## src/rtl/cscan_pkg.sv

```systemverilog
// Shared types and constants for the C-SCAN request scheduler.
`default_nettype none

package cscan_pkg;

   localparam int CFG_W     = 11;   // disk_tracks register width
   localparam int SEEK_W    = 16;   // seek total width
   localparam int COUNT_W   = 6;    // request count width
   localparam logic [CFG_W-1:0] DISK_TRACKS_RESET = 11'd200;

   localparam logic CMD_LOAD = 1'b0;
   localparam logic CMD_RUN  = 1'b1;

   typedef enum logic [3:0] {
      DP_NOP,
      DP_LATCH,
      DP_INS_READ,
      DP_INS_SHIFT,
      DP_INS_PLACE,
      DP_SCAN_FIRST,
      DP_SCAN_NEXT,
      DP_MID_PTR,
      DP_MID_N,
      DP_SEG1_SETUP,
      DP_SEG_READ,
      DP_VISIT_REQ,
      DP_VISIT_END1,
      DP_VISIT_END2
   } dp_op_type;

   typedef struct packed {
      dp_op_type op;
      logic      last;
   } dp_cmd_type;

   typedef struct packed {
      logic cnt_zero;
      logic cnt_full;
      logic ins_gt;
      logic ptr_one;
      logic scan_gt;
      logic scan_end;
      logic left_zero;
      logic left_one;
      logic seg2_empty;
      logic out_free;
   } dp_status_type;

   typedef enum logic [3:0] {
      ST_IDLE,
      ST_INS_START,
      ST_INS_CMP,
      ST_INS_TAIL,
      ST_SCAN_START,
      ST_SCAN_CMP,
      ST_SEG1_SETUP,
      ST_SEG1_RD,
      ST_SEG1_EMIT,
      ST_END1,
      ST_END2,
      ST_SEG2_RD,
      ST_SEG2_EMIT
   } ctrl_state_type;

endpackage

`default_nettype wire

```

## src/rtl/cscan_ifs.sv

```systemverilog
// Channel interfaces: request, response and register write.
`default_nettype none

interface cscan_req_if #(parameter int TRACK_BITS = 10);
   logic                  valid;
   logic                  ready;
   logic                  cmd;
   logic [TRACK_BITS-1:0] track;
   logic [TRACK_BITS-1:0] head_start;
   logic                  go_right;

   modport source (output valid, cmd, track, head_start, go_right, input ready);
   modport sink   (input valid, cmd, track, head_start, go_right, output ready);
endinterface

interface cscan_rsp_if #(parameter int TRACK_BITS = 10);
   logic                           valid;
   logic                           ready;
   logic [TRACK_BITS-1:0]          served_track;
   logic                           is_end_track;
   logic [cscan_pkg::SEEK_W-1:0]   seek_total;
   logic [cscan_pkg::COUNT_W-1:0]  request_count;
   logic                           last;

   modport source (output valid, served_track, is_end_track, seek_total, request_count, last,
                   input ready);
   modport sink   (input valid, served_track, is_end_track, seek_total, request_count, last,
                   output ready);
endinterface

interface cscan_csr_if;
   logic                        valid;
   logic                        ready;
   logic [cscan_pkg::CFG_W-1:0] wdata;

   modport source (output valid, wdata, input ready);
   modport sink   (input valid, wdata, output ready);
endinterface

`default_nettype wire

```

## src/rtl/cscan_disk_request_scheduler_unit.sv

```systemverilog
// Top level of the C-SCAN disk request scheduler.
//
//   channel   dir   transfer moves
//   req_chan  in    cmd, track, head_start, go_right (load one request or start a run)
//   rsp_chan  out   served_track, is_end_track, seek_total, request_count, last
//   csr_chan  in    wdata: disk_tracks (11 bits, reset 200)
//
// A load into an empty or full store needs no store read; otherwise each stored entry larger
// than the new track is shifted up one at a time through the single write and registered read port.
// A run holds the sequencer through the pivot search (no compares when the store is empty) and
// every visit: each request visit needs a store read and then a result register load, and the
// final result then leaves the register.
// Reset is synchronous; it empties the store and sets disk_tracks to 200.
// A stalled rsp_chan holds the sequencer in place; req_chan is taken only between items.
`default_nettype none

module cscan_disk_request_scheduler_unit #(
   parameter int MAX_REQUESTS = 32,
   parameter int TRACK_BITS   = 10
) (
   input  wire logic  clock,
   input  wire logic  reset,
   cscan_req_if.sink   req_chan,
   cscan_rsp_if.source rsp_chan,
   cscan_csr_if.sink   csr_chan
);

   cscan_pkg::dp_cmd_type    dp_cmd;
   cscan_pkg::dp_status_type dp_status;
   logic                     req_ready;

   cscan_ctrl u_ctrl (
      .clock     (clock),
      .reset     (reset),
      .req_valid (req_chan.valid),
      .req_cmd   (req_chan.cmd),
      .req_ready (req_ready),
      .status    (dp_status),
      .dp_cmd    (dp_cmd)
   );

   cscan_dpath #(
      .MAX_REQUESTS (MAX_REQUESTS),
      .TRACK_BITS   (TRACK_BITS)
   ) u_dpath (
      .clock          (clock),
      .reset          (reset),
      .req_cmd        (req_chan.cmd),
      .req_track      (req_chan.track),
      .req_head_start (req_chan.head_start),
      .req_go_right   (req_chan.go_right),
      .rsp_chan       (rsp_chan),
      .csr_chan       (csr_chan),
      .dp_cmd         (dp_cmd),
      .status         (dp_status)
   );

   assign req_chan.ready = req_ready;

endmodule

`default_nettype wire

```

## src/rtl/cscan_ram.sv

```systemverilog
// Generic single-write, single-read RAM with registered read data.
`default_nettype none

module cscan_ram #(
   parameter int WIDTH = 10,
   parameter int DEPTH = 32,
   localparam int ADDR_W = (DEPTH > 1) ? $clog2(DEPTH) : 1
) (
   input  wire logic              clock,
   input  wire logic              wr_en,
   input  wire logic [ADDR_W-1:0] wr_addr,
   input  wire logic [WIDTH-1:0]  wr_data,
   input  wire logic              rd_en,
   input  wire logic [ADDR_W-1:0] rd_addr,
   output logic      [WIDTH-1:0]  rd_data
);

   logic [WIDTH-1:0] mem_ff [DEPTH];
   logic [WIDTH-1:0] rd_data_ff;

   always_ff @(posedge clock) begin
      if (wr_en) begin
         mem_ff[wr_addr] <= wr_data;
      end
      if (rd_en) begin
         rd_data_ff <= mem_ff[rd_addr];
      end
   end

   assign rd_data = rd_data_ff;

endmodule

`default_nettype wire

```

## src/rtl/cscan_ctrl.sv

```systemverilog
// Sequencer for insertion, pivot search and the C-SCAN visit order.
`default_nettype none

module cscan_ctrl (
   input  wire logic                     clock,
   input  wire logic                     reset,
   input  wire logic                     req_valid,
   input  wire logic                     req_cmd,
   output logic                          req_ready,
   input  wire cscan_pkg::dp_status_type status,
   output cscan_pkg::dp_cmd_type         dp_cmd
);

   cscan_pkg::ctrl_state_type state_ff, state_in;

   always_ff @(posedge clock) begin
      if (reset) begin
         state_ff <= cscan_pkg::ST_IDLE;
      end else begin
         state_ff <= state_in;
      end
   end

   always_comb begin
      state_in    = state_ff;
      req_ready   = 1'b0;
      dp_cmd.op   = cscan_pkg::DP_NOP;
      dp_cmd.last = 1'b0;
      case (state_ff)
         cscan_pkg::ST_IDLE: begin
            req_ready = 1'b1;
            if (req_valid) begin
               dp_cmd.op = cscan_pkg::DP_LATCH;
               state_in  = (req_cmd == cscan_pkg::CMD_RUN) ? cscan_pkg::ST_SCAN_START
                                                            : cscan_pkg::ST_INS_START;
            end
         end
         cscan_pkg::ST_INS_START: begin
            if (status.cnt_full) begin
               state_in = cscan_pkg::ST_IDLE;
            end else if (status.cnt_zero) begin
               dp_cmd.op = cscan_pkg::DP_INS_PLACE;
               state_in  = cscan_pkg::ST_IDLE;
            end else begin
               dp_cmd.op = cscan_pkg::DP_INS_READ;
               state_in  = cscan_pkg::ST_INS_CMP;
            end
         end
         cscan_pkg::ST_INS_CMP: begin
            // shift one entry up per cycle while the entry below is larger
            if (status.ins_gt) begin
               dp_cmd.op = cscan_pkg::DP_INS_SHIFT;
               state_in  = status.ptr_one ? cscan_pkg::ST_INS_TAIL : cscan_pkg::ST_INS_CMP;
            end else begin
               dp_cmd.op = cscan_pkg::DP_INS_PLACE;
               state_in  = cscan_pkg::ST_IDLE;
            end
         end
         cscan_pkg::ST_INS_TAIL: begin
            dp_cmd.op = cscan_pkg::DP_INS_PLACE;
            state_in  = cscan_pkg::ST_IDLE;
         end
         cscan_pkg::ST_SCAN_START: begin
            if (status.cnt_zero) begin
               dp_cmd.op = cscan_pkg::DP_MID_N;
               state_in  = cscan_pkg::ST_SEG1_SETUP;
            end else begin
               dp_cmd.op = cscan_pkg::DP_SCAN_FIRST;
               state_in  = cscan_pkg::ST_SCAN_CMP;
            end
         end
         cscan_pkg::ST_SCAN_CMP: begin
            if (status.scan_gt) begin
               dp_cmd.op = cscan_pkg::DP_MID_PTR;
               state_in  = cscan_pkg::ST_SEG1_SETUP;
            end else if (status.scan_end) begin
               dp_cmd.op = cscan_pkg::DP_MID_N;
               state_in  = cscan_pkg::ST_SEG1_SETUP;
            end else begin
               dp_cmd.op = cscan_pkg::DP_SCAN_NEXT;
            end
         end
         cscan_pkg::ST_SEG1_SETUP: begin
            dp_cmd.op = cscan_pkg::DP_SEG1_SETUP;
            state_in  = cscan_pkg::ST_SEG1_RD;
         end
         cscan_pkg::ST_SEG1_RD: begin
            if (status.left_zero) begin
               state_in = cscan_pkg::ST_END1;
            end else begin
               dp_cmd.op = cscan_pkg::DP_SEG_READ;
               state_in  = cscan_pkg::ST_SEG1_EMIT;
            end
         end
         cscan_pkg::ST_SEG1_EMIT: begin
            if (status.out_free) begin
               dp_cmd.op = cscan_pkg::DP_VISIT_REQ;
               state_in  = cscan_pkg::ST_SEG1_RD;
            end
         end
         cscan_pkg::ST_END1: begin
            if (status.out_free) begin
               dp_cmd.op = cscan_pkg::DP_VISIT_END1;
               state_in  = cscan_pkg::ST_END2;
            end
         end
         cscan_pkg::ST_END2: begin
            if (status.out_free) begin
               dp_cmd.op   = cscan_pkg::DP_VISIT_END2;
               dp_cmd.last = status.seg2_empty;
               state_in    = status.seg2_empty ? cscan_pkg::ST_IDLE : cscan_pkg::ST_SEG2_RD;
            end
         end
         cscan_pkg::ST_SEG2_RD: begin
            dp_cmd.op = cscan_pkg::DP_SEG_READ;
            state_in  = cscan_pkg::ST_SEG2_EMIT;
         end
         cscan_pkg::ST_SEG2_EMIT: begin
            if (status.out_free) begin
               dp_cmd.op   = cscan_pkg::DP_VISIT_REQ;
               dp_cmd.last = status.left_one;
               state_in    = status.left_one ? cscan_pkg::ST_IDLE : cscan_pkg::ST_SEG2_RD;
            end
         end
         default: begin
            state_in = cscan_pkg::ST_IDLE;
         end
      endcase
   end

endmodule

`default_nettype wire

```

## src/rtl/cscan_dpath.sv

```systemverilog
// Datapath: sorted request store, pointers, seek accumulator, result register.
`default_nettype none

module cscan_dpath #(
   parameter int MAX_REQUESTS = 32,
   parameter int TRACK_BITS   = 10
) (
   input  wire logic                     clock,
   input  wire logic                     reset,
   input  wire logic                     req_cmd,
   input  wire logic [TRACK_BITS-1:0]    req_track,
   input  wire logic [TRACK_BITS-1:0]    req_head_start,
   input  wire logic                     req_go_right,
   cscan_rsp_if.source                   rsp_chan,
   cscan_csr_if.sink                     csr_chan,
   input  wire cscan_pkg::dp_cmd_type    dp_cmd,
   output cscan_pkg::dp_status_type      status
);

   localparam int IDX_W   = (MAX_REQUESTS > 1) ? $clog2(MAX_REQUESTS) : 1;
   localparam int CNT_W   = cscan_pkg::COUNT_W;
   localparam int SEEK_W  = cscan_pkg::SEEK_W;
   localparam int CFG_W   = cscan_pkg::CFG_W;
   localparam int CLAMP_W = (TRACK_BITS + 1 > CFG_W) ? TRACK_BITS + 1 : CFG_W;
   localparam int TOP     = 2 ** TRACK_BITS;

   // registers
   logic [CFG_W-1:0]      disk_tracks_ff, disk_tracks_in;
   logic [CNT_W-1:0]      cnt_ff, cnt_in;
   logic [CNT_W-1:0]      ptr_ff, ptr_in;
   logic [CNT_W-1:0]      mid_ff, mid_in;
   logic [CNT_W-1:0]      left_ff, left_in;
   logic [TRACK_BITS-1:0] track_ff, track_in;
   logic [TRACK_BITS-1:0] head_ff, head_in;
   logic [TRACK_BITS-1:0] lastt_ff, lastt_in;
   logic                  dir_ff, dir_in;
   logic [SEEK_W-1:0]     seek_ff, seek_in;
   logic                  rsp_valid_ff, rsp_valid_in;
   logic [TRACK_BITS-1:0] rsp_track_ff, rsp_track_in;
   logic                  rsp_end_ff, rsp_end_in;
   logic [SEEK_W-1:0]     rsp_seek_ff, rsp_seek_in;
   logic [CNT_W-1:0]      rsp_count_ff, rsp_count_in;
   logic                  rsp_last_ff, rsp_last_in;

   // store access
   logic                  wr_en, rd_en;
   logic [IDX_W-1:0]      wr_addr, rd_addr;
   logic [TRACK_BITS-1:0] wr_data, rd_data;

   logic [CNT_W-1:0]      ptr_m1, ptr_m2, ptr_p1;
   logic [CLAMP_W-1:0]    tracks_wide;
   logic [TRACK_BITS-1:0] lastt_calc;
   logic                  is_visit;
   logic [TRACK_BITS-1:0] target, move_dist;
   logic [SEEK_W:0]       seek_sum;
   logic [SEEK_W-1:0]     seek_next;

   cscan_ram #(
      .WIDTH (TRACK_BITS),
      .DEPTH (MAX_REQUESTS)
   ) u_store (
      .clock   (clock),
      .wr_en   (wr_en),
      .wr_addr (wr_addr),
      .wr_data (wr_data),
      .rd_en   (rd_en),
      .rd_addr (rd_addr),
      .rd_data (rd_data)
   );

   assign ptr_m1 = ptr_ff - CNT_W'(1);
   assign ptr_m2 = ptr_ff - CNT_W'(2);
   assign ptr_p1 = ptr_ff + CNT_W'(1);

   // last track = disk_tracks - 1, clamped to [1, 2^TRACK_BITS - 1]
   assign tracks_wide = CLAMP_W'(disk_tracks_ff);
   always_comb begin
      if (tracks_wide < CLAMP_W'(2)) begin
         lastt_calc = TRACK_BITS'(1);
      end else if (tracks_wide > CLAMP_W'(TOP)) begin
         lastt_calc = '1;
      end else begin
         lastt_calc = TRACK_BITS'(tracks_wide - CLAMP_W'(1));
      end
   end

   assign is_visit = (dp_cmd.op == cscan_pkg::DP_VISIT_REQ)  ||
                     (dp_cmd.op == cscan_pkg::DP_VISIT_END1) ||
                     (dp_cmd.op == cscan_pkg::DP_VISIT_END2);

   always_comb begin
      case (dp_cmd.op)
         cscan_pkg::DP_VISIT_END1: target = dir_ff ? lastt_ff : '0;
         cscan_pkg::DP_VISIT_END2: target = dir_ff ? '0 : lastt_ff;
         default:                  target = rd_data;
      endcase
   end

   assign move_dist = (head_ff > target) ? (head_ff - target) : (target - head_ff);
   assign seek_sum  = {1'b0, seek_ff} + {{(SEEK_W + 1 - TRACK_BITS){1'b0}}, move_dist};
   assign seek_next = seek_sum[SEEK_W] ? '1 : seek_sum[SEEK_W-1:0];

   // store port control
   always_comb begin
      wr_en   = 1'b0;
      wr_addr = ptr_ff[IDX_W-1:0];
      wr_data = track_ff;
      rd_en   = 1'b0;
      rd_addr = ptr_ff[IDX_W-1:0];
      case (dp_cmd.op)
         cscan_pkg::DP_INS_READ: begin
            rd_en   = 1'b1;
            rd_addr = ptr_m1[IDX_W-1:0];
         end
         cscan_pkg::DP_INS_SHIFT: begin
            // move entry p-1 up to p and fetch entry p-2 in the same cycle
            wr_en   = 1'b1;
            wr_data = rd_data;
            rd_en   = (ptr_ff != CNT_W'(1));
            rd_addr = ptr_m2[IDX_W-1:0];
         end
         cscan_pkg::DP_INS_PLACE: begin
            wr_en = 1'b1;
         end
         cscan_pkg::DP_SCAN_FIRST, cscan_pkg::DP_SEG_READ: begin
            rd_en = 1'b1;
         end
         cscan_pkg::DP_SCAN_NEXT: begin
            rd_en   = 1'b1;
            rd_addr = ptr_p1[IDX_W-1:0];
         end
         default: begin
            wr_en = 1'b0;
         end
      endcase
   end

   // register next values
   always_comb begin
      disk_tracks_in = disk_tracks_ff;
      cnt_in         = cnt_ff;
      ptr_in         = ptr_ff;
      mid_in         = mid_ff;
      left_in        = left_ff;
      track_in       = track_ff;
      head_in        = head_ff;
      lastt_in       = lastt_ff;
      dir_in         = dir_ff;
      seek_in        = seek_ff;

      if (csr_chan.valid) begin
         disk_tracks_in = csr_chan.wdata;
      end

      case (dp_cmd.op)
         cscan_pkg::DP_LATCH: begin
            track_in = req_track;
            head_in  = req_head_start;
            dir_in   = req_go_right;
            lastt_in = lastt_calc;
            seek_in  = '0;
            ptr_in   = (req_cmd == cscan_pkg::CMD_RUN) ? '0 : cnt_ff;
         end
         cscan_pkg::DP_INS_SHIFT: begin
            ptr_in = ptr_m1;
         end
         cscan_pkg::DP_INS_PLACE: begin
            cnt_in = cnt_ff + CNT_W'(1);
         end
         cscan_pkg::DP_SCAN_NEXT: begin
            ptr_in = ptr_p1;
         end
         cscan_pkg::DP_MID_PTR: begin
            mid_in = ptr_ff;
         end
         cscan_pkg::DP_MID_N: begin
            mid_in = cnt_ff;
         end
         cscan_pkg::DP_SEG1_SETUP: begin
            ptr_in  = dir_ff ? mid_ff : (mid_ff - CNT_W'(1));
            left_in = dir_ff ? (cnt_ff - mid_ff) : mid_ff;
         end
         cscan_pkg::DP_VISIT_REQ: begin
            ptr_in  = dir_ff ? ptr_p1 : ptr_m1;
            left_in = left_ff - CNT_W'(1);
         end
         cscan_pkg::DP_VISIT_END2: begin
            // second segment wraps to the opposite end of the store
            ptr_in  = dir_ff ? '0 : (cnt_ff - CNT_W'(1));
            left_in = dir_ff ? mid_ff : (cnt_ff - mid_ff);
         end
         default: begin
            ptr_in = ptr_ff;
         end
      endcase

      if (is_visit) begin
         seek_in = seek_next;
         head_in = target;
         if (dp_cmd.last) begin
            cnt_in = '0;
         end
      end
   end

   // result register
   always_comb begin
      rsp_valid_in = rsp_valid_ff && !rsp_chan.ready;
      rsp_track_in = rsp_track_ff;
      rsp_end_in   = rsp_end_ff;
      rsp_seek_in  = rsp_seek_ff;
      rsp_count_in = rsp_count_ff;
      rsp_last_in  = rsp_last_ff;
      if (is_visit) begin
         rsp_valid_in = 1'b1;
         rsp_track_in = target;
         rsp_end_in   = (dp_cmd.op != cscan_pkg::DP_VISIT_REQ);
         rsp_seek_in  = seek_next;
         rsp_count_in = cnt_ff;
         rsp_last_in  = dp_cmd.last;
      end
   end

   always_ff @(posedge clock) begin
      if (reset) begin
         disk_tracks_ff <= cscan_pkg::DISK_TRACKS_RESET;
         cnt_ff         <= '0;
         rsp_valid_ff   <= 1'b0;
      end else begin
         disk_tracks_ff <= disk_tracks_in;
         cnt_ff         <= cnt_in;
         rsp_valid_ff   <= rsp_valid_in;
      end
   end

   always_ff @(posedge clock) begin
      ptr_ff       <= ptr_in;
      mid_ff       <= mid_in;
      left_ff      <= left_in;
      track_ff     <= track_in;
      head_ff      <= head_in;
      lastt_ff     <= lastt_in;
      dir_ff       <= dir_in;
      seek_ff      <= seek_in;
      rsp_track_ff <= rsp_track_in;
      rsp_end_ff   <= rsp_end_in;
      rsp_seek_ff  <= rsp_seek_in;
      rsp_count_ff <= rsp_count_in;
      rsp_last_ff  <= rsp_last_in;
   end

   assign csr_chan.ready          = 1'b1;
   assign rsp_chan.valid          = rsp_valid_ff;
   assign rsp_chan.served_track   = rsp_track_ff;
   assign rsp_chan.is_end_track   = rsp_end_ff;
   assign rsp_chan.seek_total     = rsp_seek_ff;
   assign rsp_chan.request_count  = rsp_count_ff;
   assign rsp_chan.last           = rsp_last_ff;

   assign status.cnt_zero   = (cnt_ff == '0);
   assign status.cnt_full   = (cnt_ff == CNT_W'(MAX_REQUESTS));
   assign status.ins_gt     = (rd_data > track_ff);
   assign status.ptr_one    = (ptr_ff == CNT_W'(1));
   assign status.scan_gt    = (rd_data > head_ff);
   assign status.scan_end   = (ptr_p1 == cnt_ff);
   assign status.left_zero  = (left_ff == '0);
   assign status.left_one   = (left_ff == CNT_W'(1));
   assign status.seg2_empty = dir_ff ? (mid_ff == '0) : (mid_ff == cnt_ff);
   assign status.out_free   = !rsp_valid_ff || rsp_chan.ready;

   a_cnt_bound: assert property (@(posedge clock) disable iff (reset)
      cnt_ff <= CNT_W'(MAX_REQUESTS))
      else $error("stored count above capacity");

   a_visit_no_overwrite: assert property (@(posedge clock) disable iff (reset)
      is_visit |-> (!rsp_valid_ff || rsp_chan.ready))
      else $error("result register overwritten before transfer");

   a_last_empties: assert property (@(posedge clock) disable iff (reset)
      (is_visit && dp_cmd.last) |=> (cnt_ff == '0))
      else $error("store not emptied after final result");

endmodule

`default_nettype wire

```

## src/flat_wrapper.sv

```systemverilog
// flat-port wrapper written by rule: the top's interface ports become plain ports
module cscan_disk_request_scheduler_unit_flat 
#(
   parameter int MAX_REQUESTS = 32,
   parameter int TRACK_BITS   = 10
)
  (clock, reset, req_chan_valid, req_chan_cmd, req_chan_track, req_chan_head_start, req_chan_go_right, req_chan_ready, rsp_chan_valid, rsp_chan_served_track, rsp_chan_is_end_track, rsp_chan_seek_total, rsp_chan_request_count, rsp_chan_last, rsp_chan_ready, csr_chan_valid, csr_chan_wdata, csr_chan_ready);
  cscan_req_if #(.TRACK_BITS(TRACK_BITS)) req_chan_i ();
  cscan_rsp_if #(.TRACK_BITS(TRACK_BITS)) rsp_chan_i ();
  cscan_csr_if csr_chan_i ();
  input  wire logic clock;
  input  wire logic reset;
  input wire logic [$bits(req_chan_i.valid)-1:0] req_chan_valid;
  input wire logic [$bits(req_chan_i.cmd)-1:0] req_chan_cmd;
  input wire logic [$bits(req_chan_i.track)-1:0] req_chan_track;
  input wire logic [$bits(req_chan_i.head_start)-1:0] req_chan_head_start;
  input wire logic [$bits(req_chan_i.go_right)-1:0] req_chan_go_right;
  output wire logic [$bits(req_chan_i.ready)-1:0] req_chan_ready;
  output wire logic [$bits(rsp_chan_i.valid)-1:0] rsp_chan_valid;
  output wire logic [$bits(rsp_chan_i.served_track)-1:0] rsp_chan_served_track;
  output wire logic [$bits(rsp_chan_i.is_end_track)-1:0] rsp_chan_is_end_track;
  output wire logic [$bits(rsp_chan_i.seek_total)-1:0] rsp_chan_seek_total;
  output wire logic [$bits(rsp_chan_i.request_count)-1:0] rsp_chan_request_count;
  output wire logic [$bits(rsp_chan_i.last)-1:0] rsp_chan_last;
  input wire logic [$bits(rsp_chan_i.ready)-1:0] rsp_chan_ready;
  input wire logic [$bits(csr_chan_i.valid)-1:0] csr_chan_valid;
  input wire logic [$bits(csr_chan_i.wdata)-1:0] csr_chan_wdata;
  output wire logic [$bits(csr_chan_i.ready)-1:0] csr_chan_ready;
  assign req_chan_i.valid = req_chan_valid;
  assign req_chan_i.cmd = req_chan_cmd;
  assign req_chan_i.track = req_chan_track;
  assign req_chan_i.head_start = req_chan_head_start;
  assign req_chan_i.go_right = req_chan_go_right;
  assign req_chan_ready = req_chan_i.ready;
  assign rsp_chan_valid = rsp_chan_i.valid;
  assign rsp_chan_served_track = rsp_chan_i.served_track;
  assign rsp_chan_is_end_track = rsp_chan_i.is_end_track;
  assign rsp_chan_seek_total = rsp_chan_i.seek_total;
  assign rsp_chan_request_count = rsp_chan_i.request_count;
  assign rsp_chan_last = rsp_chan_i.last;
  assign rsp_chan_i.ready = rsp_chan_ready;
  assign csr_chan_i.valid = csr_chan_valid;
  assign csr_chan_i.wdata = csr_chan_wdata;
  assign csr_chan_ready = csr_chan_i.ready;
  cscan_disk_request_scheduler_unit #(.MAX_REQUESTS(MAX_REQUESTS), .TRACK_BITS(TRACK_BITS)) u_core (.clock(clock), .reset(reset), .req_chan(req_chan_i), .rsp_chan(rsp_chan_i), .csr_chan(csr_chan_i));
endmodule
```

## config.mk

```make
export PLATFORM = sky130hd
export DESIGN_NAME = cscan_disk_request_scheduler_unit_flat
export DESIGN_NICKNAME = d
export VERILOG_FILES = /design/src/rtl/cscan_pkg.sv /design/src/rtl/cscan_ifs.sv /design/src/rtl/cscan_disk_request_scheduler_unit.sv /design/src/rtl/cscan_ram.sv /design/src/rtl/cscan_ctrl.sv /design/src/rtl/cscan_dpath.sv /design/src/flat_wrapper.sv
export SDC_FILE = /design/constraint.sdc
export NUM_CORES = 1
export LEC_CHECK = 0
export BUFFER_PORTS_ARGS = -buffer_cell sky130_fd_sc_hd__buf_2
export CORE_AREA = 3 3 263 162
export CTS_CLUSTER_SIZE = 24
export DETAILED_ROUTE_END_ITERATION = 16
export DIE_AREA = 0 0 266 165
export PLACE_DENSITY = 0.71
export SYNTH_ARGS = -nofsm -noshare
export SYNTH_HDL_FRONTEND = slang
export SYNTH_SLANG_ARGS = --single-unit
```

## constraint.sdc

```tcl
create_clock -name clock -period 8.7 [get_ports clock]
set_input_delay 0.87 -clock clock [delete_from_list [all_inputs] [get_ports clock]]
set_output_delay 0.87 -clock clock [all_outputs]
set_load 0.01 [all_outputs]
```

==> key figures, run 1 <==
Die
  • Die X: 266 um
  • Io pins: 75
  • Initial Utilization: 0.548
  • Die Ht: 165 um
  • Core ar.: 40200 sq um
  • FP Rows: 57
  • Die ar.: 43900 sq um

Critical path
  • Setup crit end: u_core.u_dpath.seek_ff[7]
  • Reg2Reg Setup Slack: 1.21 ns
  • CP max-delay cell: o41ai_4
  • WP depth: 28
  • Reg-to-Reg Start: u_core.u_dpath.cnt_ff[0]
  • CP endpoint kind: flip-flop
  • CP startpoint kind: flip-flop
  • Crit-path max cell delay: 0.79 ns
  • Crit Path Max Fanout: 12
  • WP data arrival: 7.80 ns
  • Delay-heaviest family, CP: compound AO/OA/AOI/OAI gates
  • Crit path launch: u_core.u_dpath.cnt_ff[0]
  • Worst setup path class: reg2reg
  • R2R Path End: u_core.u_dpath.seek_ff[7]
  • CP Buf/Inv Count: 3
  • Worst R2R Path Depth: 28
  • Critical Path RT: 9.01 ns

Outcome
  • Status: finished clean

Logic synthesis
  • Top-count cell post-synth: edfxtp_1
  • Top cell type by total area after synthesis: edfxtp_1
  • Commonest cells post-synth: 429 x edfxtp_1, 105 x nor2_1, 89 x nand2_1, 81 x mux2i_1, 78 x a221oi_1
  • Synth area leaders: edfxtp_1 58%, mux4_2 4.0%, ha_1 4.0%
  • Post-synth EDFFs: 429
  • Synthesized cell area: 22000 sq um
  • Syn_nets: 1788
  • Post-synth ARST share: 0
  • Syn avg cell area: 13.1 sq um
  • Seq/Total Area, Yosys: 0.605
  • Yosys cell types: 77
  • FF+latch count, synth: 451
  • Most used DFF post-synth: edfxtp_1
  • Post-synth top area share: 0.585
  • Cells after Synth: 1676
  • Ys Warns: 0

Detailed routing
  • Drt drc: 0
  • Drt pass-1 iters: 5
  • Vias per inst: 6.61
  • 1st-iter DRT viols: 1968
  • Via Count: 15099
  • DRT antenna net count: 0
  • WL final: 55800 um
  • WL per Instance: 24.4 um

STA
  • Final min period: 7.49 ns
  • Worst-margin pin slew: 1.27 ns
  • Skew final: 0.0177 ns
  • F_max: 0.134 GHz
  • Count of pins over their slew limit: 0
  • Final setup vio count: 0
  • Final Hold Fails: 0
  • Setup repair after global routing missed its margin: false
  • Rel. slew slack: 0.151
  • Period utilisation layout: 0.861
  • Setup tns final: 0 ns

Power
  • Sequential Power Share: 0.389
  • Switching part of the total: 0.347
  • Total leakage power: 8.51 nW
  • NetSw: 0.00246 W
  • PwrDens: 291 nW/um^2
  • Pint: 0.00462 W
  • Combinational power share: 0.347
  • Max IR drop VDD: 0.000198 V
  • Clock power share: 0.264

Clock network
  • Post-CTS Resized: 0
  • CTS tree: done
  • CTS Hold Bufs: 0
  • Num Clock Sinks: 451
  • Maximum clock path buffer count: 3
  • Cts bufs inserted: 42
  • Clock slew at reported path FFs: 0.07 ns
  • Clk_lat worst skew: 0.56 ns
  • Number of setup buffers added after CTS: 0
  • Clk root buf: clkbuf_16
  • Htree depth: 2

Worst hold path
  • Hold Path Class: in2reg

GRT
  • Total GRT Usage: 0.252
  • First-pass GRT wire length: 84300 um
  • Largest net degree at the start of global routing: 80
  • Vias in the first global route: 14183
  • Initial antenna violation count: 0
  • Final global-route overflow total: 0

Place
  • Detail Placement HPWL: 37500 um
  • PortBufs: 73
  • RD Place Congestion: 0.927
  • Cell Area, Placed: 23000 sq um

Final layout
  • Share of layout cells above drive strength 1: 0.135
  • Post-layout instance area: 24300 sq um
  • Post-layout nets: 1834
  • Layout area overhead: 10.4%
  • Fillers: 3107

Flow run
  • Max Cap Viol: 0
-- layout make-up --
class | count | area [sq um] | share of cell area
sequential | 451 | 13300 | 0.548
tap | 531 | 664 | 0.0273
clock inverter | 23 | 290 | 0.0119
timing repair buffer | 99 | 561 | 0.0230
antenna | 1 | 2.50 | 0.000103
clock buffer | 50 | 1080 | 0.0444
multi-input combinational | 1054 | 8130 | 0.334
inverter | 74 | 278 | 0.0114
-- power by group through the flow --
| stage | sequential (W) | clock (W) | combinational [W] |
|---|---|---|---|
| floorplan | 0.00274 | 0 | 0.00177 |
| global placement | 0.00279 | 0 | 0.00236 |
| detailed placement | 0.00279 | 0 | 0.00241 |
| CTS | 0.00275 | 0.00190 | 0.00243 |
| global route | 0.00276 | 0.00199 | 0.00267 |
| finish | 0.00275 | 0.00187 | 0.00246 |
-- worst min path at each step --
stage / start / end / depth (start not counted) / slack [ns]
floorplan: u_core.u_dpath.cnt_ff[5] / u_core.u_dpath.rsp_chan.request_count[5] / 0 / 0.40
global placement: u_core.u_dpath.disk_tracks_ff[4] / u_core.u_dpath.disk_tracks_ff[4] / 2 / 0.53
detailed placement: u_core.u_dpath.disk_tracks_ff[4] / u_core.u_dpath.disk_tracks_ff[4] / 2 / 0.53
CTS: req_chan_go_right / u_core.u_dpath.dir_ff / 1 / 0.48
global route: req_chan_go_right / u_core.u_dpath.dir_ff / 1 / 0.48
finish: req_chan_go_right / u_core.u_dpath.dir_ff / 1 / 0.49
-- cells by family (layout without fill, tap and decap cells) --
logic type	Yosys count	count (layout)	share of synthesized area
AO/OA/AOI/OAI	426	426	0.138
XOR/XNOR	57	57	0.0227
adder cells (fa/ha/maj)	74	74	0.0434
buffers and inverters	171	246	0.0311
flip-flops	451	451	0.605
multiplexers	124	124	0.0789
other	1	2	0.000170
AND/OR/NAND/NOR	372	372	0.0816
-- registers in the layout, summed over array words and instances, names as in the netlist --
| register | flops |
|---|---|
| u_core.u_dpath.u_store.mem_ff | 320 |
| u_core.u_dpath.rsp_chan.seek_total | 16 |
| u_core.u_dpath.seek_ff | 16 |
| u_core.u_dpath.disk_tracks_ff | 11 |
| u_core.u_dpath.head_ff | 10 |
| u_core.u_dpath.lastt_ff | 10 |
| u_core.u_dpath.rsp_chan.served_track | 10 |
| u_core.u_dpath.track_ff | 10 |
| u_core.u_dpath.u_store.rd_data | 10 |
| u_core.u_dpath.cnt_ff | 6 |
| u_core.u_dpath.left_ff | 6 |
| u_core.u_dpath.mid_ff | 6 |
| u_core.u_dpath.ptr_ff | 6 |
| u_core.u_dpath.rsp_chan.request_count | 6 |
| u_core.u_ctrl.state_ff | 4 |
| u_core.u_dpath.dir_ff | 1 |
| u_core.u_dpath.rsp_chan.is_end_track | 1 |
| u_core.u_dpath.rsp_chan.last | 1 |
| u_core.u_dpath.rsp_chan.valid | 1 |
-- routing by layer --
metal  wire length [um]  global-route usage  vias to the layer above  share of wire
met2              24100               0.369                      794           0.43
met4                921              0.0560                        0          0.017
li1                   -                   -                     6697              -
met3               5560              0.0533                       88           0.10
met5                  0                   0                        -              0
met1              25100               0.389                     7520           0.45
-- layout by cell type, fill, tap and decap left out, types with 22 or more instances in the layout --
| master | synthesis | routed |
|---|---|---|
| ha_1 | 70 | 70 |
| o22ai_1 | 46 | 45 |
| dfxtp_1 | 22 | 22 |
| a21oi_1 | 66 | 66 |
| inv_1 | 71 | 71 |
| buf_2 | 19 | 73 |
| a22oi_1 | 49 | 49 |
| nor3_1 | 25 | 25 |
| nand2_1 | 89 | 88 |
| a221oi_1 | 78 | 78 |
| nor2_1 | 105 | 103 |
| nand3_1 | 42 | 42 |
| buf_4 | 1 | 26 |
| clkbuf_16 | 0 | 42 |
| xnor2_1 | 37 | 37 |
| edfxtp_1 | 429 | 429 |
| o21ai_0 | 47 | 37 |
| mux4_2 | 39 | 39 |
| mux2i_1 | 81 | 80 |
| o211ai_1 | 43 | 43 |
-- through the flow --
step	std cells	power (W)	hold WS [ns]	setup slack, ns	util
2_1_floorplan	1676	0.00451	0.403	2.07	-
3_3_place_gp	2209	0.00515	0.535	1.55	0.571
3_5_place_dp	2209	0.00521	0.525	1.32	0.571
4_1_cts	2282	0.00708	0.476	1.29	0.605
5_1_grt	2282	0.00743	0.481	0.533	0.605
6_report	2283	0.00708	0.492	1.21	0.605
Power figures use the tool's default switching activity.
==> run 2: changes to the inputs <==
CORE_AREA = 3 3 248 153   (was 3 3 263 162)
DIE_AREA = 0 0 251 156   (was 0 0 266 165)
MAX_ROUTING_LAYER = met4   (was not set)
PLACE_DENSITY = 0.79   (was 0.71)
SLEW_MARGIN = 10   (was not set)
==> run 2 against run 1 <==
Effect of this change: worst setup slack worse by 0.043 ns; largest power group unchanged; register-to-register slack worse by 0.04 ns; critical endpoint unchanged; global-route usage is 4.9 points higher.
==> key figures, run 2 (synthesized netlist as in run 1, its figures left out) <==
Outcome
  • Status: finished clean

Final layout
  • Post-layout nets: 1834 (unchanged)
  • Reg with most FFs: u_core.u_dpath.u_store.mem_ff
  • Post-route insts no fill: 2229 (-2.4%)
  • Final design utilization: 0.676 (+0.0712)
  • Most frequent cells in the layout: 429 x edfxtp_1, 103 x nor2_1, 88 x nand2_1
  • Share of layout cells above drive strength 1: 0.134 (-0.000648)
  • Layout area overhead: 10.3%
  • Most common cell after layout, fill and taps aside: edfxtp_1
  • Number of flip-flops in the largest register: 320 (unchanged)

Detailed routing
  • 1st-iter DRT viols: 2318 (+18%)
  • Via Count: 15377 (+1.8%)
  • Drt pass-1 iters: 8 (+3)
  • DRT antenna net count: 0 (unchanged)
  • Drt drc: 0 (unchanged)
  • WL per Instance: 25.7 um (+5.2%)
  • WL final: 57300 um (+2.7%)
  • Vias per inst: 6.90 (+4.3%)

Critical path
  • CP endpoint kind: flip-flop
  • Worst setup path class: reg2reg
  • Crit Path Max Fanout: 12 (unchanged)
  • WP data arrival: 7.83 ns (+0.03 ns)
  • Crit path launch: u_core.u_dpath.cnt_ff[0]
  • Critical Path RT: 9.00 ns (about the same)
  • Delay-heaviest family, CP: compound AO/OA/AOI/OAI gates
  • CP max-delay cell: o41ai_4
  • CP startpoint kind: flip-flop
  • CP Buf/Inv Count: 3 (unchanged)
  • Crit-path max cell delay: 0.78 ns (about the same)
  • Reg-to-Reg Start: u_core.u_dpath.cnt_ff[0]

STA
  • Setup tns final: 0 ns (unchanged)
  • Count of pins over their slew limit: 0 (unchanged)
  • Setup repair after global routing missed its margin: false
  • Period utilisation layout: 0.866 (+0.00490)
  • Final setup vio count: 0 (unchanged)
  • Worst-margin pin slew: 1.33 ns (+0.0551 ns)
  • Skew final: 0.0238 ns (+0.00608 ns)
  • Final min period: 7.53 ns (+0.0426 ns)
  • F_max: 0.133 GHz (-0.57%)
  • Final setup margin: 1.17 ns (-0.0426 ns)
  • Rel. slew slack: 0.111 (-0.0400)
  • Final Hold Fails: 0 (unchanged)

Power
  • Max IR drop VDD: 0.000223 V (+13%)
  • PwrDens: 295 nW/um^2 (+1.2%)
  • Total design power: 0.00716 W (+1.1%)
  • Total leakage power: 8.51 nW (about the same)

Clock network
  • Htree depth: 2 (unchanged)
  • Maximum clock path buffer count: 3 (unchanged)
  • Num Clock Sinks: 451 (unchanged)
  • Clk_lat worst skew: 0.56 ns (about the same)
  • Number of setup buffers added after CTS: 0 (unchanged)
  • Cts bufs inserted: 42 (unchanged)
  • CTS Hold Bufs: 0 (unchanged)
  • Clk root buf: clkbuf_16
  • CTS tree: done
  • Post-CTS Resized: 0 (unchanged)
  • Clock slew at reported path FFs: 0.07 ns (about the same)

Flow run
  • Max Cap Viol: 0 (unchanged)

Die
  • Die Ht: 156 um (-5.5%)
  • Io pins: 75 (unchanged)
  • Die X: 251 um (-5.6%)
  • Initial Utilization: 0.613 (+0.0652)
  • Core ar.: 35900 sq um (-11%)
  • FP Rows: 54 (-5.3%)
  • Die ar.: 39200 sq um (-11%)

GRT
  • Total GRT Usage: 0.301 (+0.0489)
  • Initial antenna violation count: 2 (+2)
  • Final global-route overflow total: 0 (unchanged)
  • Vias in the first global route: 14844 (+4.7%)
  • Largest net degree at the start of global routing: 80 (unchanged)
  • First-pass GRT wire length: 87700 um (+3.9%)

Place
  • Place WS: 1.29 ns (-0.0279 ns)
  • Placed cells: 2154 (-2.5%)
  • PortBufs: 73 (unchanged)
  • RD Place Congestion: 0.920 (-0.77%)
  • Detail Placement HPWL: 37700 um (+0.70%)

Worst hold path
  • Hold Path Class: in2reg
  • Worst Hold Launch: req_chan_go_right
-- run 2: cell count changes in the layout (fill, tap and decap cells not counted), sizes merged --
cell,previous run,this run
clkinvlp,0,2
clkinv,16,17
inv,75,73
-- run 2: worst paths after layout --
kind	depth (start not counted)	to	slack, ns
max reg2reg	28	u_core.u_dpath.seek_ff[7]	1.17
max	28	u_core.u_dpath.seek_ff[7]	1.17
min reg2reg	2	u_core.u_dpath.disk_tracks_ff[9]	0.55
min	1	u_core.u_dpath.dir_ff	0.49
-- run 2: layout make-up --
type	count	area [sq um]
antenna	1	2.50
clock buffer	50	1100
clock inverter	24	295
fill	2516	11600
inverter	74	278
multi-input combinational	1054	8140
sequential	451	13300
tap	476	596
timing repair buffer	99	561
-- run 2: report_power, final --
part           total, W  internal (W)  switching, W
clock           0.00190       0.00109      0.000815
combinational   0.00251      0.000922       0.00158
sequential      0.00275       0.00264      0.000112
total           0.00716       0.00465       0.00251
-- run 2: metrics by stage --
| stage | hold slack, ns | cell area, sq um |
|---|---|---|
| after floorplan | 0.403 | 22000 |
| after global placement | 0.512 | 22900 |
| after detailed placement | 0.541 | 22900 |
| after CTS | 0.475 | 24300 |
| after global routing | 0.487 | 24300 |
| final | 0.489 | 24300 |
-- run 2: routing by layer --
metal,global-route usage,up-vias,wire (um)
met5,-,-,0
met4,0.0772,0,1440
met3,0.0723,127,6590
met2,0.428,965,24600
met1,0.440,7589,24600
li1,-,6696,-
==> run 3: changes to the inputs <==
ABC_AREA = 1   (was not set)
CORE_AREA = 3 3 248 152   (was 3 3 248 153)
DIE_AREA = 0 0 251 155   (was 0 0 251 156)
MAX_ROUTING_LAYER = not set   (was met4)
PLACE_DENSITY = 0.82   (was 0.79)
==> run 3 against run 2 <==
Effect of this change: core utilization rose by 1.4 points; first-iteration DRC count rose by 8.0%; maximum frequency rose by 4.1%; non-clock buffer count fell by 4; hold slack got worse by 0.0018 ns; synthesized cell count rose by 37%; via count rose by 12%; cell count rose by 27%; critical path type unchanged; largest cell class unchanged.
==> key figures, run 3 <==
Logic synthesis
  • Synth area leaders: edfxtp_1 58%, nand2_1 11%, nand3_1 9.1%
  • Syn_nets: 2411 (+35%)
  • Synthesized cell area: 22300 sq um (+1.4%)
  • Post-synth ARST share: 0 (unchanged)
  • Post-synth top area share: 0.576 (-0.00825)
  • Seq/Total Area, Yosys: 0.596 (-0.00853)
  • FF+latch count, synth: 451 (unchanged)
  • Top-count cell post-synth: nand2_1
  • Yosys cell types: 50 (-35%)
  • Commonest cells post-synth: 634 x nand2_1, 429 x edfxtp_1, 407 x nand3_1, 187 x inv_1, 134 x nor2_1
  • Cells after Synth: 2299 (+37%)
  • Ys Warns: 0 (unchanged)
  • Post-synth EDFFs: 429 (unchanged)
  • Most used DFF post-synth: edfxtp_1
  • Top cell type by total area after synthesis: edfxtp_1
  • Syn avg cell area: 9.72 sq um (-26%)

Clock network
  • Htree depth: 2 (unchanged)
  • Clk_lat worst skew: 0.57 ns (about the same)
  • Post-CTS Resized: 0 (unchanged)
  • Number of setup buffers added after CTS: 0 (unchanged)
  • CTS Hold Bufs: 0 (unchanged)
  • Num Clock Sinks: 451 (unchanged)
  • Clock slew at reported path FFs: 0.06 ns (about the same)
  • Maximum clock path buffer count: 3 (unchanged)
  • Clk root buf: clkbuf_16
  • Cts bufs inserted: 42 (unchanged)
  • CTS tree: done

Die
  • Core ar.: 35300 sq um (-1.9%)
  • Die X: 251 um (unchanged)
  • Die ar.: 38900 sq um (-0.64%)
  • Io pins: 75 (unchanged)
  • FP Rows: 53 (-1.9%)
  • Die Ht: 155 um (-0.64%)
  • Initial Utilization: 0.633 (+0.0205)

Critical path
  • Reg2Reg Setup Slack: 1.46 ns (+0.30 ns)
  • Crit-path max cell delay: 0.73 ns (-0.05 ns)
  • WP data arrival: 7.54 ns (-0.29 ns)
  • CP startpoint kind: flip-flop
  • Crit path launch: u_core.u_dpath.dir_ff
  • CP endpoint kind: flip-flop
  • Critical Path RT: 9.01 ns (about the same)
  • Crit Path Max Fanout: 25 (+13)
  • Most used cell, CP: nand2_1
  • R2R Path End: u_core.u_dpath.seek_ff[1]
  • Worst R2R Path Depth: 33 (+18%)
  • Worst setup path class: reg2reg
  • CP max-delay cell: edfxtp_1
  • Setup crit end: u_core.u_dpath.seek_ff[1]
  • Reg-to-Reg Start: u_core.u_dpath.dir_ff

Power
  • Combinational power share: 0.471 (+0.121)
  • Max IR drop VDD: 0.000351 V (+58%)
  • PwrDens: 376 nW/um^2 (+28%)
  • Sequential Power Share: 0.329 (-0.055)
  • NetSw: 0.00404 W (+61%)
  • Total leakage power: 10.0 nW (+18%)
  • Clock power share: 0.199 (-0.067)
  • Pint: 0.00511 W (+10%)
  • Switching part of the total: 0.442 (+0.0907)
  • Total design power: 0.00915 W (+28%)

Final layout
  • Most frequent cells in the layout: 633 x nand2_1, 429 x edfxtp_1, 406 x nand3_1
  • Ant diodes: 0 (-1)
  • Most common cell after layout, fill and taps aside: nand2_1
  • Post-route insts no fill: 2830 (+27%)
  • Layout area overhead: 8.99%
  • Share of layout cells above drive strength 1: 0.0851 (-0.0491)
  • Post-layout nets: 2441 (+33%)
  • Reg with most FFs: u_core.u_dpath.u_store.mem_ff
  • Number of flip-flops in the largest register: 320 (unchanged)

GRT
  • Vias in the first global route: 16406 (+11%)
  • Largest net degree at the start of global routing: 88 (+10%)
  • Initial antenna violation count: 1 (-1)
  • First-pass GRT wire length: 92300 um (+5.3%)
  • Total GRT Usage: 0.304 (+0.00301)
  • Final global-route overflow total: 0 (unchanged)

Detailed routing
  • WL per Instance: 21.0 um (-18%)
  • Drt pass-1 iters: 6 (-2)
  • Vias per inst: 6.09 (-12%)
  • WL met3: 8300 um (+26%)
  • Via Count: 17239 (+12%)
  • DRT antenna net count: 0 (unchanged)
  • M1 wire length: 25100 um (+1.9%)
  • Top layer in use: met4
  • WL final: 59500 um (+3.9%)
  • Drt drc: 0 (unchanged)
  • Metal2 WL: 24900 um (+1.5%)
  • 1st-iter DRT viols: 2504 (+8.0%)

STA
  • Final setup vio count: 0 (unchanged)
  • Worst-margin pin slew: 1.28 ns (-0.0478 ns)
  • Count of pins over their slew limit: 0 (unchanged)
  • Rel. slew slack: 0.145 (+0.0343)
  • Skew final: 0.0236 ns (-0.000269 ns)
  • Setup tns final: 0 ns (unchanged)
  • Final Hold Fails: 0 (unchanged)
  • Worst hold margin: 0.487 ns (-0.00184 ns)
  • F_max: 0.138 GHz (+4.1%)
  • Setup repair after global routing missed its margin: false
  • Final min period: 7.24 ns (-0.297 ns)
  • Period utilisation layout: 0.832 (-0.0341)

Place
  • Placed cells: 2752 (+28%)
  • RD Place Congestion: 0.946 (+2.9%)
  • Detail Placement HPWL: 38300 um (+1.4%)
  • PortBufs: 73 (unchanged)

Outcome
  • Status: finished clean

Worst hold path
  • Hold Path Class: reg2reg

Flow run
  • Max Cap Viol: 0 (unchanged)
==> run 3: cell count changes after synthesis, sizes merged, moves of 43 or more <==
cell | before | now
nand2 | 89 | 644
nand3 | 42 | 409
inv | 72 | 191
mux2i | 81 | 0
a221oi | 79 | 2
a22oi | 50 | 3
o22ai | 46 | 3
==> run 3: power groups by stage <==
stage	registers, W	clock network, W	logic [W]
finish	0.00301	0.00182	0.00431
detailed placement	0.00305	0	0.00415
global placement	0.00304	0	0.00402
global route	0.00303	0.00192	0.00476
floorplan	0.00298	0	0.00299
CTS	0.00300	0.00183	0.00419
==> run 3: worst min-delay path by stage <==
stage,endpoint,cells past startpoint,start
after floorplan,u_core.u_dpath.rsp_chan.request_count[3],0,u_core.u_dpath.cnt_ff[3]
after global placement,u_core.u_dpath.disk_tracks_ff[1],2,u_core.u_dpath.disk_tracks_ff[1]
after detailed placement,u_core.u_dpath.disk_tracks_ff[1],2,u_core.u_dpath.disk_tracks_ff[1]
after CTS,u_core.u_dpath.track_ff[9],1,req_chan_track[9]
after global routing,u_core.u_dpath.track_ff[8],1,req_chan_track[8]
final,u_core.u_dpath.disk_tracks_ff[1],2,u_core.u_dpath.disk_tracks_ff[1]
==> run 3: final cells by class <==
class,count,area [sq um]
multi-input cells,1546,7870
clock inverters,20,163
flip-flops and latches,451,13300
repair buffers,95,531
inverters,193,724
well taps,467,584
fillers,2601,10900
clock buffers,58,1160
==> run 3: per-layer routing <==
| metal | GRT usage | vias up |
|---|---|---|
| met3 | 0.0855 | 116 |
| met1 | 0.466 | 8116 |
| met5 | 0 | - |
| li1 | - | 7935 |
| met2 | 0.430 | 1072 |
| met4 | 0.0750 | 0 |
==> run 3: worst max-delay path, delay by kind of cell (launching register included) <==
kind / cells / cell delay (ns)
adder cells (fa/ha/maj): 2 / 0.82
AND/OR/NAND/NOR: 17 / 2.17
flip-flops: 1 / 0.73
buffers and inverters: 6 / 1.68
AO/OA/AOI/OAI: 8 / 1.57
==> run 3: stage by stage <==
step	setup slack, ns	instance area (sq um)	utilization
6_report	1.46	24400	0.690
5_1_grt	0.763	24400	0.690
4_1_cts	1.75	24400	0.690
3_5_place_dp	1.37	23000	0.653
3_3_place_gp	1.61	23000	0.653
2_1_floorplan	3.10	22300	-
==> run 3: cell families (layout without fill, tap and decap cells) <==
logic type | count (synthesis) | after routing | synth area share
adders and majority gates | 74 | 74 | 0.0428
xor gates and xnor gates | 48 | 48 | 0.0188
DFF | 451 | 451 | 0.596
AOI/OAI and AO/OA | 193 | 193 | 0.0509
other | 1 | 1 | 0.000168
and+or+nand+nor | 1230 | 1230 | 0.236
buffers and inverters | 302 | 366 | 0.0551
